==> config.mk <==
export PLATFORM = sky130hd
export DESIGN_NAME = ordered_list_insert_delete_engine_flat
export DESIGN_NICKNAME = d
export VERILOG_FILES = /design/src/hdl/olide_pkg.sv /design/src/hdl/olide_if.sv /design/src/hdl/olide_cell.sv /design/src/hdl/ordered_list_insert_delete_engine.sv /design/src/flat_wrapper.sv
export SDC_FILE = /design/constraint.sdc
export NUM_CORES = 2
export LEC_CHECK = 0
export BUFFER_PORTS_ARGS = -buffer_cell sky130_fd_sc_hd__buf_2
export CAP_MARGIN = 20
export CORE_MARGIN = 3
export CORE_UTILIZATION = 65
export DETAILED_ROUTE_END_ITERATION = 6
export PLACE_DENSITY = 0.83
export SLEW_MARGIN = 5
export SYNTH_ARGS = -nofsm -noshare
export SYNTH_HDL_FRONTEND = slang
export SYNTH_SLANG_ARGS = --single-unit
==> constraint.sdc <==
create_clock -name clk -period 11.4 [get_ports clk]
set_input_delay 0.57 -clock clk [delete_from_list [all_inputs] [get_ports clk]]
set_output_delay 0.57 -clock clk [all_outputs]
set_load 0.02 [all_outputs]
==> src/hdl/olide_pkg.sv <==
// ----------------------------------------------------------------------------
// olide_pkg
// Shared codes and types for the ordered list engine: operation and status
// codes, and the per-cell control word.
// ----------------------------------------------------------------------------
package olide_pkg;

  typedef logic [1:0] op_t;
  typedef logic [1:0] status_t;

  localparam op_t OP_TAIL   = 2'd0;
  localparam op_t OP_HEAD   = 2'd1;
  localparam op_t OP_DELETE = 2'd2;
  localparam op_t OP_LIST   = 2'd3;

  localparam status_t ST_OK        = 2'd0;
  localparam status_t ST_FULL      = 2'd1;
  localparam status_t ST_NOT_FOUND = 2'd2;
  localparam status_t ST_EMPTY     = 2'd3;

  localparam int VALUE_W = 32;
  localparam int COUNT_W = 5;

  typedef enum logic [2:0] {
    CMD_HOLD = 3'd0,
    CMD_LOAD = 3'd1,
    CMD_PREV = 3'd2,
    CMD_NEXT = 3'd3,
    CMD_DEL  = 3'd4
  } cell_cmd_t;

  typedef struct packed {
    cell_cmd_t cmd;
    logic      occupied;
  } cell_ctl_t;

endpackage

==> src/hdl/olide_if.sv <==
// ----------------------------------------------------------------------------
// olide_req_if / olide_rsp_if
// Valid/ready channels for requests into and results out of the list engine.
// ----------------------------------------------------------------------------
interface olide_req_if;
  logic                                   valid;
  logic                                   ready;
  olide_pkg::op_t                         operation;
  logic signed [olide_pkg::VALUE_W-1:0]   value;

  modport source (output valid, output operation, output value, input ready);
  modport sink   (input valid, input operation, input value, output ready);
endinterface

interface olide_rsp_if;
  logic                                   valid;
  logic                                   ready;
  olide_pkg::status_t                     status;
  logic signed [olide_pkg::VALUE_W-1:0]   entry_value;
  logic                                   last;
  logic [olide_pkg::COUNT_W-1:0]          entry_count;

  modport source (output valid, output status, output entry_value, output last,
                  output entry_count, input ready);
  modport sink   (input valid, input status, input entry_value, input last,
                  input entry_count, output ready);
endinterface

==> src/hdl/olide_cell.sv <==
// ----------------------------------------------------------------------------
// olide_cell
// One list position: holds a value, compares it with the delete key and
// passes the first-match flag on to the next position.
// ----------------------------------------------------------------------------
module olide_cell (
  input  logic                                 clk,
  input  olide_pkg::cell_ctl_t                 ctl,
  input  logic signed [olide_pkg::VALUE_W-1:0] din,
  input  logic signed [olide_pkg::VALUE_W-1:0] prev_val,
  input  logic signed [olide_pkg::VALUE_W-1:0] next_val,
  input  logic signed [olide_pkg::VALUE_W-1:0] key,
  input  logic                                 hit_in,
  output logic                                 hit_out,
  output logic signed [olide_pkg::VALUE_W-1:0] val
);

  logic match;

  assign match   = ctl.occupied && (val == key);
  assign hit_out = hit_in || match;

  always_ff @(posedge clk) begin
    unique case (ctl.cmd)
      olide_pkg::CMD_HOLD: val <= val;
      olide_pkg::CMD_LOAD: val <= din;
      olide_pkg::CMD_PREV: val <= prev_val;
      olide_pkg::CMD_NEXT: val <= next_val;
      olide_pkg::CMD_DEL: begin
        if (hit_out) val <= next_val;
      end
      default: val <= val;
    endcase
  end

endmodule

==> src/hdl/ordered_list_insert_delete_engine.sv <==
// ----------------------------------------------------------------------------
// ordered_list_insert_delete_engine
// Ordered list of up to CAPACITY signed values kept in a row of cells.
// ----------------------------------------------------------------------------
// Usage:
//   req carries an operation and a value: append at tail, prepend at head,
//   delete first match from head, or list out. rsp returns results with
//   status, entry_value, last and entry_count.
//   Append, prepend and delete finish in the cycle the request is taken;
//   the single result is registered and shows in the next cycle. One
//   request per cycle while rsp is drained.
//   List out of an empty list gives a single ST_EMPTY result. Otherwise
//   the engine enters S_LIST and registers one result per entry, one per
//   cycle while rsp drains. The cells rotate one position per emitted
//   result, so the head cell always shows the next entry and the list is
//   back in order after the last one. req is held off during the listing.
//   A stalled rsp holds its result; req.ready drops until the result
//   register frees up, and the rotation stalls with it.
//   Reset empties the list and drops any pending result. No clearing pass.
// ----------------------------------------------------------------------------
module ordered_list_insert_delete_engine #(
  parameter int CAPACITY = 16
) (
  input  logic          clk,
  input  logic          rst,
  olide_req_if.sink     req,
  olide_rsp_if.source   rsp
);

  localparam int CNT_W = $clog2(CAPACITY + 1);
  localparam int VW    = olide_pkg::VALUE_W;
  localparam int CW    = olide_pkg::COUNT_W;

  typedef enum logic [1:0] {
    S_IDLE = 2'b01,
    S_LIST = 2'b10
  } state_t;

  state_t                state;
  logic [CNT_W-1:0]      count;
  logic [CNT_W-1:0]      count_next;
  logic [CNT_W-1:0]      remain;
  logic                  full;
  logic                  out_free;
  logic                  accept;
  logic                  emit;
  logic                  found;
  logic [CNT_W+CW-1:0]   cnt_ext;
  logic [CNT_W+CW-1:0]   cnt_now_ext;

  logic signed [VW-1:0]  vals     [CAPACITY];
  logic signed [VW-1:0]  prev_val [CAPACITY];
  logic signed [VW-1:0]  next_val [CAPACITY];
  olide_pkg::cell_ctl_t  ctl      [CAPACITY];
  logic [CAPACITY:0]     hit;

  assign full     = (count == CNT_W'(CAPACITY));
  assign out_free = !rsp.valid || rsp.ready;
  assign req.ready = (state == S_IDLE) && out_free;
  assign accept   = req.valid && req.ready;
  assign emit     = (state == S_LIST) && out_free;
  assign hit[0]   = 1'b0;
  assign found    = hit[CAPACITY];

  for (genvar i = 0; i < CAPACITY; i++) begin : g_cell
    if (i == 0) begin : g_first
      assign prev_val[i] = req.value;
    end else begin : g_mid
      assign prev_val[i] = vals[i-1];
    end

    if (i == CAPACITY - 1) begin : g_end
      assign next_val[i] = vals[0];
    end else begin : g_inner
      assign next_val[i] = (CNT_W'(i + 1) == count) ? vals[0] : vals[i+1];
    end

    always_comb begin
      ctl[i].occupied = (CNT_W'(i) < count);
      ctl[i].cmd      = olide_pkg::CMD_HOLD;
      if (emit) begin
        ctl[i].cmd = olide_pkg::CMD_NEXT;
      end else if (accept) begin
        unique case (req.operation)
          olide_pkg::OP_TAIL: begin
            if (!full && CNT_W'(i) == count) ctl[i].cmd = olide_pkg::CMD_LOAD;
          end
          olide_pkg::OP_HEAD: begin
            if (!full) ctl[i].cmd = (i == 0) ? olide_pkg::CMD_LOAD : olide_pkg::CMD_PREV;
          end
          olide_pkg::OP_DELETE: ctl[i].cmd = olide_pkg::CMD_DEL;
          olide_pkg::OP_LIST:   ctl[i].cmd = olide_pkg::CMD_HOLD;
          default:              ctl[i].cmd = olide_pkg::CMD_HOLD;
        endcase
      end
    end

    olide_cell u_cell (
      .clk      (clk),
      .ctl      (ctl[i]),
      .din      (req.value),
      .prev_val (prev_val[i]),
      .next_val (next_val[i]),
      .key      (req.value),
      .hit_in   (hit[i]),
      .hit_out  (hit[i+1]),
      .val      (vals[i])
    );
  end

  always_comb begin
    count_next = count;
    if (accept) begin
      unique case (req.operation)
        olide_pkg::OP_TAIL,
        olide_pkg::OP_HEAD:   if (!full) count_next = count + CNT_W'(1);
        olide_pkg::OP_DELETE: if (found) count_next = count - CNT_W'(1);
        olide_pkg::OP_LIST:   count_next = count;
        default:              count_next = count;
      endcase
    end
  end

  assign cnt_ext     = {{CW{1'b0}}, count_next};
  assign cnt_now_ext = {{CW{1'b0}}, count};

  always_ff @(posedge clk) begin
    if (rst) begin
      state     <= S_IDLE;
      count     <= '0;
      rsp.valid <= 1'b0;
    end else begin
      count <= count_next;
      if (emit) begin
        rsp.valid       <= 1'b1;
        rsp.status      <= olide_pkg::ST_OK;
        rsp.entry_value <= vals[0];
        rsp.last        <= (remain == CNT_W'(1));
        rsp.entry_count <= cnt_now_ext[CW-1:0];
        remain          <= remain - CNT_W'(1);
        if (remain == CNT_W'(1)) state <= S_IDLE;
      end else if (accept) begin
        if (req.operation == olide_pkg::OP_LIST && count != '0) begin
          state     <= S_LIST;
          remain    <= count;
          rsp.valid <= 1'b0;
        end else begin
          rsp.valid       <= 1'b1;
          rsp.entry_value <= '0;
          rsp.last        <= 1'b1;
          rsp.entry_count <= cnt_ext[CW-1:0];
          unique case (req.operation)
            olide_pkg::OP_TAIL,
            olide_pkg::OP_HEAD:   rsp.status <= full ? olide_pkg::ST_FULL : olide_pkg::ST_OK;
            olide_pkg::OP_DELETE: rsp.status <= found ? olide_pkg::ST_OK
                                                      : olide_pkg::ST_NOT_FOUND;
            olide_pkg::OP_LIST:   rsp.status <= olide_pkg::ST_EMPTY;
            default:              rsp.status <= olide_pkg::ST_OK;
          endcase
        end
      end else if (rsp.ready) begin
        rsp.valid <= 1'b0;
      end
    end
  end

endmodule

==> src/flat_wrapper.sv <==
// flat-port wrapper written by rule: the top's interface ports become plain ports
module ordered_list_insert_delete_engine_flat 
#(
  parameter int CAPACITY = 16
)
  (clk, rst, req_valid, req_operation, req_value, req_ready, rsp_valid, rsp_status, rsp_entry_value, rsp_last, rsp_entry_count, rsp_ready);
  olide_req_if req_i ();
  olide_rsp_if rsp_i ();
  input  logic clk;
  input  logic rst;
  input wire logic [$bits(req_i.valid)-1:0] req_valid;
  input wire logic [$bits(req_i.operation)-1:0] req_operation;
  input wire logic [$bits(req_i.value)-1:0] req_value;
  output wire logic [$bits(req_i.ready)-1:0] req_ready;
  output wire logic [$bits(rsp_i.valid)-1:0] rsp_valid;
  output wire logic [$bits(rsp_i.status)-1:0] rsp_status;
  output wire logic [$bits(rsp_i.entry_value)-1:0] rsp_entry_value;
  output wire logic [$bits(rsp_i.last)-1:0] rsp_last;
  output wire logic [$bits(rsp_i.entry_count)-1:0] rsp_entry_count;
  input wire logic [$bits(rsp_i.ready)-1:0] rsp_ready;
  assign req_i.valid = req_valid;
  assign req_i.operation = req_operation;
  assign req_i.value = req_value;
  assign req_ready = req_i.ready;
  assign rsp_valid = rsp_i.valid;
  assign rsp_status = rsp_i.status;
  assign rsp_entry_value = rsp_i.entry_value;
  assign rsp_last = rsp_i.last;
  assign rsp_entry_count = rsp_i.entry_count;
  assign rsp_i.ready = rsp_ready;
  ordered_list_insert_delete_engine #(.CAPACITY(CAPACITY)) u_core (.clk(clk), .rst(rst), .req(req_i), .rsp(rsp_i));
endmodule
Yosys cells after proc, flatten, opt, wreduce, memory -nomap -nowiden
Index checks and enable logic that the tools add are counted.
{"block": "classes", "add_sub_neg": 3, "magnitude_cmp": 16, "eq_ne": 120, "n_mux": 142, "n_bitwise": 1, "n_reduce_logical": 97}
{"cell": "32-bit one-hot mux with 4 select lines", "n": 15}
{"cell": "32-bit 2-to-1 mux", "n": 34}
{"cell": "32-bit == test", "n": 16}
{"cell": "3-bit one-hot mux with 4 select lines", "n": 16}
{"cell": "3-bit by 2-bit == test with 1-bit output (second input constant)", "n": 32}
{"cell": "3-bit 2-to-1 mux", "n": 32}
{"cell": "32-bit one-hot mux with 3 select lines", "n": 1}
{"cell": "4-bit nonzero test", "n": 15}
{"cell": "3-bit by 1-bit == test with 1-bit output (second input constant)", "n": 16}
{"cell": "3-bit == test (second input constant)", "n": 16}
{"cell": "5-bit 2-to-1 mux", "n": 9}
{"cell": "4-bit by 5-bit == test with 1-bit output (first input constant)", "n": 8}
{"cell": "4-bit by 5-bit < comparator with 1-bit output (first input constant)", "n": 8}
{"cell": "1-bit logical AND", "n": 36}
{"cell": "2-bit inequality test (second input constant)", "n": 16}
{"cell": "2-bit AND reduction", "n": 16}
{"cell": "1-bit 2-to-1 mux", "n": 25}
{"cell": "3-bit by 5-bit == test with 1-bit output (first input constant)", "n": 4}
{"cell": "3-bit by 5-bit < comparator with 1-bit output (first input constant)", "n": 4}
{"cell": "1-bit logical OR", "n": 16}
{"cell": "2-bit 2-to-1 mux", "n": 8}
{"cell": "5-bit one-hot mux with 3 select lines", "n": 1}
{"cell": "2-bit by 5-bit == test with 1-bit output (first input constant)", "n": 2}
{"cell": "1-bit by 5-bit < comparator with 1-bit output (first input constant)", "n": 2}
{"cell": "other kinds (19)", "n": 31}
{"block": "totals", "regBits": 565, "inputBits": 38, "elab_cells": 403}

Depth between registers and ports, before layout
{"block": "logic_depth", "word_depth": 23, "depth_mapped": 12, "depth_no_buf": 9}

By module
From an unflattened synthesis, not the netlist that was laid out.
{"block": "unflattened", "hier_cells": 5758, "hier_area_um2": 50808.7}
{"mod": "olide_cell", "n_inst": 16, "cells_each": 308, "area_per_inst_um2": 2631.3, "seq_area_each_um2": 960.9}
{"mod": "ordered_list_insert_delete_engine", "n_inst": 1, "cells_each": 830, "area_per_inst_um2": 8708.4, "seq_area_each_um2": 1511.4}

Least setup slack after synthesis
No wires, ideal clock.
{"block": "synth_path", "path_kind": "register to register", "startpoint": "register u_core.count[1]", "endpoint": "register u_core.g_cell[0].u_cell.val[0] in the netlist's numbering, enable pin", "setup_time_ns": 0.466, "arrival_ns": 4.186, "path_slack_ns": 6.748, "path_stages_with_launch": 11, "n_path_buf": 1, "synth_period_minus_slack_ns": 4.652, "path_cell_list": "dfxtp_1 -> clkbuf_1 -> inv_1 -> ha_1 -> and3_1 -> or2_2 -> nor2_1 -> a21oi_1 -> a21oi_1 -> a31oi_1 -> o21ai_0"}
{"block": "synth_via", "elab_chain_len": 11, "elab_cells_between_ends": 19, "cone_classes": "1 x order compare; 6 x eq/ne; 5 x mux; 7 x reduce/logical"}
{"item": "start: declaration", "line_no": "ordered_list_insert_delete_engine.sv:40", "text": "logic [CNT_W-1:0] count;"}
{"item": "start signal: assignment", "line_no": "ordered_list_insert_delete_engine.sv:133", "text": "count <= count_next;"}
{"item": "5-bit == test", "line_no": "ordered_list_insert_delete_engine.sv:57", "text": "assign full = (count == CNT_W'(CAPACITY));"}
{"item": "1-bit zero test", "line_no": "ordered_list_insert_delete_engine.sv:86", "text": "if (!full && CNT_W'(i) == count) ctl[i].cmd = olide_pkg::CMD_LOAD;"}
{"item": "1-bit logical AND", "line_no": "ordered_list_insert_delete_engine.sv:86"}
{"item": "1-bit 2-to-1 mux", "line_no": "ordered_list_insert_delete_engine.sv:86"}
{"item": "3-bit one-hot mux with 4 select lines", "line_no": "ordered_list_insert_delete_engine.sv:84", "text": "unique case (req.operation)"}
{"item": "3-bit 2-to-1 mux", "line_no": "ordered_list_insert_delete_engine.sv:83", "text": "end else if (accept) begin"}
{"item": "3-bit 2-to-1 mux", "line_no": "ordered_list_insert_delete_engine.sv:81", "text": "if (emit) begin"}
{"item": "3-bit by 2-bit == test with 1-bit output or 3-bit by 1-bit == test with 1-bit output (tied branches)", "line_no": "olide_cell.sv:24", "text": "unique case (ctl.cmd)"}
{"item": "2-bit OR reduction (no line)"}
{"item": "3-bit nonzero test (no line)"}
{"item": "2-bit AND reduction (no line) *"}
{"item": "end signal: assignment", "line_no": "olide_cell.sv:25", "text": "olide_pkg::CMD_HOLD: val <= val;"}
{"item": "end signal: assignment", "line_no": "olide_cell.sv:26", "text": "olide_pkg::CMD_LOAD: val <= din;"}
{"item": "end signal: assignment", "line_no": "olide_cell.sv:27", "text": "olide_pkg::CMD_PREV: val <= prev_val;"}
{"item": "end: declaration", "line_no": "olide_cell.sv:15", "text": "output logic signed [olide_pkg::VALUE_W-1:0] val"}
Every way passes the cells marked *; elsewhere a longest branch is shown, timed or not. The select of a mux whose other input is x is not followed.
A chain may end at the register's enable or synchronous reset.

Final worst setup path
{"block": "layout_path", "startpoint": "register u_core.count[2]", "endpoint": "register u_core.g_cell[11].u_cell.val[15] in the netlist's numbering, enable pin"}
{"block": "layout_via", "elab_chain_len": 15, "elab_cells_between_ends": 51, "cone_classes": "12 x order compare; 7 x eq/ne; 5 x mux; 27 x reduce/logical"}
{"item": "1-bit by 5-bit < comparator with 1-bit output", "line_no": "ordered_list_insert_delete_engine.sv:79", "text": "ctl[i].occupied = (CNT_W'(i) < count);"}
{"item": "1-bit logical AND", "line_no": "olide_cell.sv:20", "text": "assign match = ctl.occupied && (val == key);"}
{"item": "1-bit logical OR (11 in a row)", "line_no": "olide_cell.sv:21", "text": "assign hit_out = hit_in || match;"}
{"item": "2-bit inequality test (no line)"}
{"item": "2-bit AND reduction (no line) *"}
{"item": "end signal: assignment", "line_no": "olide_cell.sv:25"}
{"item": "end signal: assignment", "line_no": "olide_cell.sv:26"}
{"item": "end signal: assignment", "line_no": "olide_cell.sv:27"}
{"item": "end: declaration", "line_no": "olide_cell.sv:15"}
Every way passes the cells marked *; elsewhere a longest branch is shown, timed or not.

==> results.json <==
{
  "power_density_nw_per_um2": 138,
  "synth-adder-area-share": 0.00236,
  "synth_cells": 3621,
  "root_buffer": "clkbuf_16",
  "grt_pass1_wl_mm": 244,
  "r2r_slack_ns": 5.58,
  "drc": 16,
  "drtIter0Drc": 7694,
  "drt_first_pass_iters": 7,
  "critPathCaptureType": "register",
  "whs_ns": 0.252,
  "nets": 3521,
  "gp_congestion": 1.37,
  "violations": "DRC",
  "status": "complete, but fails checks",
  "holdBufCountCts": 0,
  "worst_pin_slew_ns": 1.28,
  "cpPeakStageDelay_ns": 0.91,
  "routedWlPerCell_um": 41.5,
  "grt_start_max_net_pins": 254,
  "grt_antenna_before_repair": 10,
  "cts_resized": 0,
  "io_buffer_count": 79,
  "timing.rr.start": "u_core.count[2]$_SDFF_PP0_",
  "ff2ff_path_depth": 9,
  "power_w": 0.00544,
  "yosysWarnings": 0,
  "worstReg2RegEnd": "u_core.g_cell[11].u_cell.val[15]$_DFFE_PP_",
  "critPathRequiredTime_ns": 11.76,
  "crit_cells": 9,
  "numCtsBuffers": 58,
  "synthArstFlopShare": 0,
  "fin_ws_ns": 5.58,
  "clkTransAtPathRegs_ns": 0.06,
  "synth-simple-area-share": 0.151,
  "hold_viol_final": 0,
  "n_fill_cell": 3709,
  "synth.avg_cell_area_um2": 10.3,
  "syn-cell-area_um2": 37100,
  "critPathLaunch": "u_core.count[2]$_SDFF_PP0_",
  "routed_via_density": 8.04,
  "fin_tns_setup_ns": 0,
  "grt_setup_unrepaired": "false",
  "initial_core_util": 0.665,
  "slew-limit-headroom": 0.141,
  "critPathKind": "register to register",
  "dpl_worst_slack_ns": 5.86,
  "final_cells": 4282,
  "maxSlewViolCount": 0,
  "grt_pass1_vias": 31263,
  "fp.dieH_um": 245,
  "maxCapViolations": 0,
  "vias": 34418,
  "arrival_ns": 6.18,
  "synth-edff-count": 557,
  "syn_nets": 3666,
  "yosys.area_share.xor_xnor": 0.123,
  "cts_setup_buffers": 0,
  "cp_num_buf_inv": 1,
  "final.min_clock_period_ns": 5.82,
  "peakVddDrop_mv": 0.162,
  "globalRouteTotalUtil": 0.581,
  "overflow": 0,
  "hold_depth": 3,
  "synthDistinctLibCells": 62,
  "clkSinkCount": 565,
  "worstPathCellList": "nor3_4, o21ai_1, nand4_1, nor3_1, nor3_1, nand4_1, o31ai_1, nand3_2, buf_4",
  "synth_top_family_by_area": "simple AND/OR/NAND/NOR gates",
  "syn2layout_area_growth_pct": 5.76,
  "placed_cells": 4160,
  "cts_tree": "done",
  "multi_input_area_um2": 18700,
  "regArea_um2": 16900,
  "num_rows": 86,
  "synth_compound_area_frac": 0.110,
  "ys_seq_area_frac": 0.455,
  "ant_nets": 0,
  "critPathCapture": "u_core.g_cell[11].u_cell.val[15]$_DFFE_PP_",
  "die-width_um": 245,
  "clk_latency_ns": 0.66,
  "hp-class": "input port to register",
  "dp.final_hpwl_mm": 126,
  "critical-path-top-delay-family": "simple AND/OR/NAND/NOR gates",
  "crit_path_start_kind": "register",
  "muxShareOfSynthArea": 0.113,
  "path_max_fanout": 23,
  "p_leak_nw": 12.8,
  "htree_levels": 2,
  "fin_skew_ns": 0.0297,
  "ys.flop_type": "edfxtp_1",
  "setup_viol": 0,
  "drive_above_1_share": 0.0747,
  "clock.fmax_ghz": 0.172,
  "slowest_stage": "nor3_4",
  "num_io_pins": 80,
  "ys_ff_latch": 565,
  "final.period_utilization": 0.510,
  "wl_mm": 178,
  "die_area_um2": 60000,
  "core_um2": 55800,
  "clk_path_buf_depth": 3
}
## sequential cells by signal, indices dropped and copies added, names as in the netlist
register / cells
u_core.g_cell.u_cell.val: 512
u_core.rsp.valid: 1
u_core.state: 2
u_core.remain: 5
u_core.rsp.last: 1
u_core.count: 5
u_core.rsp.entry_count: 5
u_core.rsp.entry_value: 32
u_core.rsp.status: 2
## report_power, final
group	leakage [nW]	internal (W)	switching, W
combinational	6.72	0.000236	0.000721
clock	0.891	0.00105	0.000875
sequential	5.19	0.00242	0.000140
total	12.8	0.00370	0.00174
## logic make-up after synthesis
| group | Yosys count |
|---|---|
| mux | 419 |
| flops | 565 |
| buf+inv | 347 |
| xor+xnor | 517 |
| fa+ha+maj | 7 |
| compound gates | 556 |
| simple gates | 1210 |
## layout by cell type, fill, tap and decap left out, types with 5 or more instances in the layout
master / count
a31oi_1: 5
and2_1: 34
xnor2_1: 270
mux2i_1: 418
a21oi_1: 27
nor3_1: 45
o21ai_0: 11
and3_2: 5
edfxtp_1: 557
dfxtp_1: 8
buf_4: 49
buf_2: 79
clkbuf_1: 14
and3_1: 7
o21ai_4: 6
clkinv_2: 12
or3_1: 5
nand2b_1: 5
nand3_2: 5
diode_2: 13
nand3_1: 38
clkbuf_16: 58
inv_1: 8
nor4_1: 130
ha_1: 7
nand4_1: 117
nor2_4: 5
nor2_1: 56
nand2_1: 708
o211ai_1: 419
nand2_2: 9
xor2_1: 244
nor4b_1: 9
bufinv_16: 5
a22oi_1: 64
clkinv_1: 11
## synth_stat cells, types with 7 or more instances
master | number | area [um^2]
nor2_1 | 62 | 233
nor4b_1 | 9 | 78.8
xor2_1 | 244 | 2140
a21oi_1 | 28 | 140
ha_1 | 7 | 87.6
edfxtp_1 | 557 | 16700
o21ai_0 | 16 | 80.1
dfxtp_1 | 8 | 160
nor3_1 | 46 | 230
nand4_1 | 117 | 732
nand3_1 | 43 | 215
nor4_1 | 130 | 813
buf_2 | 37 | 185
o211ai_1 | 419 | 3150
mux2i_1 | 418 | 4180
inv_1 | 8 | 30.0
and3_1 | 12 | 75.1
a22oi_1 | 64 | 480
buf_6 | 34 | 383
nand2_1 | 717 | 2690
and2_1 | 34 | 213
xnor2_1 | 270 | 2360
buf_4 | 29 | 218
clkbuf_1 | 228 | 856
## final cells by class
class                           count  share of cell area
Inverter                            8            0.000765
Clock buffer                       72              0.0383
Antenna cell                       13            0.000828
Clock inverter                     33             0.00803
Tap cell                          748              0.0238
Sequential cell                   565               0.430
Multi-Input combinational cell   2709               0.476
Timing Repair Buffer              134              0.0222
## metal layers
layer	track usage	part of all wire
met1	0.712	0.31
met2	0.778	0.38
met3	0.274	0.19
met4	0.463	0.11
met5	0.0270	0.0014
## through the flow
| stage | area [um^2] | util |
|---|---|---|
| final | 39300 | 0.703 |
| after global routing | 39200 | 0.703 |
| after CTS | 39200 | 0.701 |
| after detailed placement | 37300 | 0.669 |
| after global placement | 37300 | 0.669 |
| after floorplan | 37100 | - |
## worst min path at each step
| stage | from | to | slack (ns) |
|---|---|---|---|
| 6_report | rsp_ready | u_core.rsp.valid$_SDFFE_PP0P_ | 0.25 |
| 5_1_grt | rsp_ready | u_core.rsp.valid$_SDFFE_PP0P_ | 0.27 |
| 4_1_cts | rsp_ready | u_core.rsp.valid$_SDFFE_PP0P_ | 0.25 |
| 3_5_place_dp | u_core.rsp.valid$_SDFFE_PP0P_ | u_core.rsp.valid$_SDFFE_PP0P_ | 0.51 |
| 3_3_place_gp | u_core.state[1]$_SDFFE_PP0P_ | u_core.state[1]$_SDFFE_PP0P_ | 0.50 |
| 2_1_floorplan | u_core.state[1]$_SDFFE_PP0P_ | u_core.state[1]$_SDFFE_PP0P_ | 0.47 |
## worst register-to-register path: stages (launching register included)
cell and delay (ns):
dfxtp_1 0.66, nor3_4 0.92, o21ai_1 0.36, nand4_1 0.20
nor3_1 0.14, nor3_1 0.82, nand4_1 0.48, o31ai_1 0.69
nand3_2 0.74, buf_4 0.52
Note: power is estimated with default switching activity, not from simulation.
